[config.mk]
export PLATFORM = sky130hd
export DESIGN_NAME = gcdh_mul
export DESIGN_NICKNAME = d
export VERILOG_FILES = /design/src/sv/gcdh_mul.sv
export SDC_FILE = /design/constraint.sdc
export NUM_CORES = 2
export LEC_CHECK = 0
export BUFFER_PORTS_ARGS = -buffer_cell sky130_fd_sc_hd__buf_2
export CELL_PAD_IN_SITES_DETAIL_PLACEMENT = 0
export CELL_PAD_IN_SITES_GLOBAL_PLACEMENT = 2
export CORE_MARGIN = 5
export CORE_UTILIZATION = 30
export DETAILED_ROUTE_END_ITERATION = 10
export PLACE_DENSITY_LB_ADDON = 0.1
export SLEW_MARGIN = 20
export SYNTH_ARGS = -nofsm -noshare
export SYNTH_HDL_FRONTEND = slang
export SYNTH_SLANG_ARGS = --single-unit
export TNS_END_PERCENT = 30
[constraint.sdc]
create_clock -name clk -period 7.9 [get_ports clk]
set_clock_uncertainty 0.1 [all_clocks]
set_input_delay 0 -clock clk [delete_from_list [all_inputs] [get_ports clk]]
set_output_delay 0 -clock clk [all_outputs]
set_load 0.005 [all_outputs]
[src/sv/gcdh_mul.sv]
module gcdh_mul #(
  parameter int unsigned AW    = 32,
  parameter int unsigned BW    = 32,
  parameter int unsigned SHIFT = 32,
  parameter int unsigned OW    = 32
) (
  input  logic          clk,
  input  logic          en,
  input  logic [AW-1:0] a,
  input  logic [BW-1:0] b,
  output logic [OW-1:0] p
);

  localparam logic [128:0] RND = 129'd1 << (SHIFT - 1);

  logic [63:0]  a64, b64;
  logic [63:0]  ll_r, lh_r, hl_r, hh_r;
  logic [127:0] sum_r;
  logic [128:0] rnd;
  logic [OW-1:0] p_r;

  assign a64 = 64'(a);
  assign b64 = 64'(b);

  // Four 32 by 32 partial products, then their sum, then rounding.
  always_ff @(posedge clk) begin
    if (en) begin
      ll_r  <= a64[31:0] * b64[31:0];
      lh_r  <= a64[31:0] * b64[63:32];
      hl_r  <= a64[63:32] * b64[31:0];
      hh_r  <= a64[63:32] * b64[63:32];
      sum_r <= {hh_r, 64'd0} + {32'd0, lh_r, 32'd0} + {32'd0, hl_r, 32'd0} + {64'd0, ll_r};
      p_r   <= rnd[SHIFT+OW-1:SHIFT];
    end
  end

  assign rnd = {1'b0, sum_r} + RND;
  assign p   = p_r;

endmodule
Word level (Yosys, flattened, before mapping)
Index checks and enable logic that the tools add are counted.
Word-level totals
  flip-flop bits (word level): 160
  latch bits: 0
  memory bits (writable): 0
  ROM bits: 0
  input port bits: 66
  output and inout port bits: 32
  logic and storage cells: 5
  memories kept: 0
Operators by class
  $add $sub $neg: 1
  $mul: 1
  divide/modulo/power cells: 0
  $lt $le $gt $ge: 0
  equal/unequal tests: 0
  shift operators: 0
  muxes and demuxes: 0
  bitwise gates (word level): 0
  reductions and logical operators: 0
Operator list (count)
  $add A64 B32 Y64 const B: 1
  $mul A32 B32 Y64: 1

Logic depth before layout (Yosys ltp)
  depth after elaboration: 1
  gate-level depth with buffers: 28
  depth with buffers taken out: 27

Worst setup path after synthesis
OpenSTA, ideal clock, no wires.
  path type: input-to-reg
  start: input port a[7]
  end: register ll_r[49], data pin
  setup time: 0.260 ns
  data arrival time: 6.361 ns
  path slack: 1.179 ns
  cell stages on the path: 25
  path buffers: 1
  cells stage by stage: clkbuf_1 > nand2_1 > fa_1 > inv_1 > fa_1 > inv_1 > fa_1 > inv_1 > fa_1 > fa_1 > fa_1 > fa_1 > inv_1 > fa_1 > inv_1 > ha_1 > a21oi_2 > nand2_2 > o41ai_4 > o211ai_1 > nand2_1 > o21ai_2 > a311o_2 > a311oi_2 > xnor2_1
Between the ends
  cells in the longest elaborated chain, start to end: 1
RTL lines
  from (decl): line 9  | input logic [AW-1:0] a,
  $mul A32 B32 Y64: line 28  | ll_r <= a64[31:0] * b64[31:0];
  to (signal assigned): line 28
  to (decl): line 17  | logic [63:0] ll_r, lh_r, hl_r, hh_r;
Every way passes these cells.
A chain may end at the register's enable or synchronous reset.

Final worst setup path
  start: input port b[15]
  end: register ll_r[48], data pin
Between the ends
  cells in the longest elaborated chain, start to end: 1
RTL lines
  from (decl): line 10  | input logic [BW-1:0] b,
  $mul A32 B32 Y64: line 28
Every way passes these cells.

==> out/results.env <==
OUTCOME='completed'
CTS_HOLD_REPAIR.BUFFERS=0
AREAGROWTHSYNTHTOFINISH_PCT=9.42
CP_MAX_FO=32
SYN_AVG_CELL_AREA_UM2=9.54
YOSYS.CELL_TYPES.COUNT=64
MAX-SLEW-MARGIN-REL_PCT=48.2
REG2REG_SETUP_SLACK_PS=5210
WORST_REG_TO_REG_CELLS=9
SETUP_REPAIR_AFTER_GLOBAL_ROUTING_MISSED_ITS_MARGIN='false'
WORSTREG2REGSTART='sum_r[33]'
POST_LAYOUT_UTIL_PCT=33.1
DRTPASS1ITERATIONS=5
FIN_HOLD_WS_PS=105
BUFFER_PORTS.INSERTED=97
HPWL_UM=99400
FINAL_ANTENNA_NET_COUNT=0
GP_CONGESTION=0.790
SYNTHXORXNORAREAFRAC_PCT=1.61
CRITICAL_PATH.STARTPOINT_TYPE='input pin'
DRT_ITER0_DRC=977
ANTENNA_VIOLATIONS_BEFORE_REPAIR=12
CLK_LATENCY_PS=340
POSTSYNTH.TOPFLOPCELL='sky130_fd_sc_hd__edfxtp_1'
GRT_PASS1_WL_UM=180000
DIE_AREA_MM2=0.128
ROWS=127
CRIT_PATH_TOP_DELAY_CELL='sky130_fd_sc_hd__or4b_2'
WORST_R2R_ENDPOINT='p[29]'
CRITPATHMOSTFREQUENTCELL='sky130_fd_sc_hd__fa_1'
PERIOD_MINUS_SLACK_PS=7280
ACHIEVABLE-FREQUENCY_MHz=137
WARNINGS_SYNTHESIS=0
FINAL.SETUP.TNS_PS=0
BOUNDARYPINS=98
TIMING_MAX_TRANSITION_VIOLATIONS_FINAL=0
CRITICAL_PATH.ENDPOINT='ll_r[48]'
DRV.MAX_CAP_VIOLATION_COUNT=0
DETAIL_ROUTE.DRC_VIOLATIONS=0
YS_SEQ_AREA_SHARE_PCT=8.09
SYNTH_EDF_COUNT=98
TIMING_WORST_SLEW_PIN_VALUE_PS=778
CRIT_PATH_MAX_INCR_DELAY_PS=690
POST_SYNTH_AND_OR_NAND_NOR_AREA_FRACTION_PCT=17.5
GRT_MAX_DEGREE=52
POSTCTSSETUPREPAIRBUFS=0
FRACTION_OF_THE_MAPPED_NETLIST_AREA_IN_COMPOUND_GATES_PCT=3.14
SYN-CELL-AREA_MM2=0.0364
SYNTH.AREA.MUX_SHARE_PCT=0
DIE_HEIGHT_UM=358
SYNTH-ADDER-AREA-SHARE_PCT=58.2
CLK_TRANSITION_REPORTED_PATHS_PS=70
NNETSFINAL=5096
CRITICAL_PATH_REQUIRED_PS=7880
CRIT_TYPE='input pin to flip-flop'
TRITONCTS_NUM_SINKS=98
HOLD_PATH_CLASS='input pin to flip-flop'
CTS_TREE='built'
HOLD_VIOL_FINAL=0
CORE_REGION_AREA_MM2=0.120
WORSTPATHCELLLIST='buf_2, and2_1, fa_1, fa_1, inv_1, fa_1, fa_1, inv_1, fa_1, fa_1, fa_1, fa_1, ha_1, and3_1, or4b_2, o31ai_1, a31oi_1, buf_4, o21ai_0, xor2_1'
CTS_MAX_LEVEL=3
WORST_SETUP_PATH_STARTPOINT='b[15]'
CLOCK_TREE.ROOT_CELL='sky130_fd_sc_hd__clkbuf_16'
PERIOD_UTILISATION_LAYOUT_PCT=92.2
AVGROUTEDWIREPERCELL_UM=21.2
DRIVE_ABOVE_1_SHARE_PCT=7.40
SYNTH_SEQ_CELLS=98
SETUP_VIOLATIONS=0
SYNTH_ASYNC_SR_FLOP_SHARE_PCT=0
SYNTH_TOP_FAMILY_BY_AREA='adder cells'
DETAIL_ROUTE.VIAS_PER_CELL=4.47
CELL_COUNT_AFTER_SYNTHESIS=3812
GRT.OVERFLOW.TOTAL=0
CRITICAL_PATH.ENDPOINT_TYPE='flip-flop'
CTS_INSERTED_BUFFERS=9
DIE_WIDTH_UM=358
STARTING_DENSITY_OF_THE_CORE_PCT=30.3
ROUTED_WIRELENGTH_UM=117000
SYN-NUM-NETS=5034
CTS_BUFFER_DEPTH=2
GROUTE.USAGE.OVERALL_PCT=18.8
CTS-RESIZED-GATES=0
ROUTED-VIA-COUNT=24600
FIRST_GLOBAL_VIAS=28700
WORSTPATHARRIVAL_PS=7260
==> layout by cell type (no fill, tap or decap), types with 17 or more instances in the layout <==
cell,synthesis,final
sky130_fd_sc_hd__a21o_1,20,20
sky130_fd_sc_hd__a21oi_1,57,57
sky130_fd_sc_hd__and2_1,617,617
sky130_fd_sc_hd__and3_1,24,24
sky130_fd_sc_hd__buf_12,0,17
sky130_fd_sc_hd__buf_2,2,96
sky130_fd_sc_hd__buf_4,1,142
sky130_fd_sc_hd__edfxtp_1,98,98
sky130_fd_sc_hd__fa_1,895,895
sky130_fd_sc_hd__ha_1,261,261
sky130_fd_sc_hd__inv_1,884,884
sky130_fd_sc_hd__nand2_1,473,473
sky130_fd_sc_hd__nand3_1,31,31
sky130_fd_sc_hd__nor2_1,37,37
sky130_fd_sc_hd__o21ai_0,36,36
sky130_fd_sc_hd__xnor2_1,48,48
sky130_fd_sc_hd__xor2_1,19,19
==> how the worst min path moves through the flow <==
stage                      from       end  slack (ps)  depth (start not counted)
after floorplan              en  ll_r[31]          10                          0
after global placement    p[14]     p[14]         290                          1
after detailed placement  p[22]     p[22]         300                          1
after CTS                    en     p[29]         120                          1
after global routing         en     p[30]         140                          1
final                        en     p[29]         100                          1
==> flip-flops by register name, summed over array words and instances, names as in the netlist <==
register  count
ll_r         33
sum_r        33
p            32
==> worst max-delay path, delay by kind of cell <==
| family | cells | cell delay (ps) |
|---|---|---|
| xor+xnor | 1 | 100 |
| buf+inv | 4 | 830 |
| simple gates | 3 | 1180 |
| compound gates | 3 | 760 |
| fa+ha+maj | 9 | 4370 |
==> cell families after synthesis <==
logic type                 Yosys count
adders and majority gates         1156
xor gates and xnor gates            67
buffers and inverters             1088
AOI/OAI and AO/OA                  176
and+or+nand+nor                   1227
DFF                                 98
==> routing by layer <==
metal  routed length (um)  vias to the layer above  GRT usage [%]
met4                 3000                        4           4.14
li1                     -                    11200              -
met2                62100                      294           35.2
met1                48300                    13000           23.4
met3                 3190                      108           1.89
met5                   19                        -              0
==> final cells by class <==
class	count	area [um^2]
Antenna cell	10	25.0
Clock buffer	10	229
Clock inverter	6	90.1
Fill cell	12700	80300
Inverter	884	3320
Multi-Input combinational cell	2626	29300
Sequential cell	98	2940
Tap cell	1612	2020
Timing Repair Buffer	255	1890
==> through the flow <==
step	setup slack (ps)	area (um^2)	std cells
floorplan	1180	36400	3812
global placement	153	39500	5475
detailed placement	181	39500	5475
CTS	522	39800	5491
global route	264	39800	5491
finish	618	39800	5501
==> cell usage after synthesis (all sizes together) (2+ instances only) <==
| master | instances | area [um^2] |
|---|---|---|
| a21boi | 3 | 22.5 |
| a21o | 22 | 168 |
| a21oi | 58 | 294 |
| a311o | 2 | 21.3 |
| a31oi | 10 | 62.6 |
| a41oi | 3 | 26.3 |
| and2 | 617 | 3860 |
| and2b | 2 | 17.5 |
| and3 | 25 | 158 |
| and4 | 3 | 26.3 |
| buf | 4 | 21.3 |
| clkbuf | 199 | 768 |
| edfxtp | 98 | 2940 |
| fa | 895 | 17900 |
| ha | 261 | 3270 |
| inv | 884 | 3320 |
| nand2 | 474 | 1780 |
| nand2b | 3 | 18.8 |
| nand3 | 31 | 155 |
| nand4 | 13 | 81.3 |
| nand4b | 2 | 17.5 |
| nor2 | 38 | 145 |
| nor2b | 4 | 25.0 |
| nor3 | 12 | 60.1 |
| o2111ai | 2 | 23.8 |
| o211ai | 2 | 15.0 |
| o21a | 4 | 30.0 |
| o21ai | 40 | 208 |
| o21bai | 8 | 60.1 |
| o221ai | 2 | 17.5 |
| o22ai | 3 | 18.8 |
| o311a | 2 | 20.0 |
| o31ai | 3 | 22.5 |
| o41ai | 2 | 36.3 |
| xnor2 | 48 | 420 |
| xor2 | 19 | 166 |
Power is left out: the tool's default activity adds up to more than one toggle a clock period on the data nets, which glitch-free logic cannot reach.
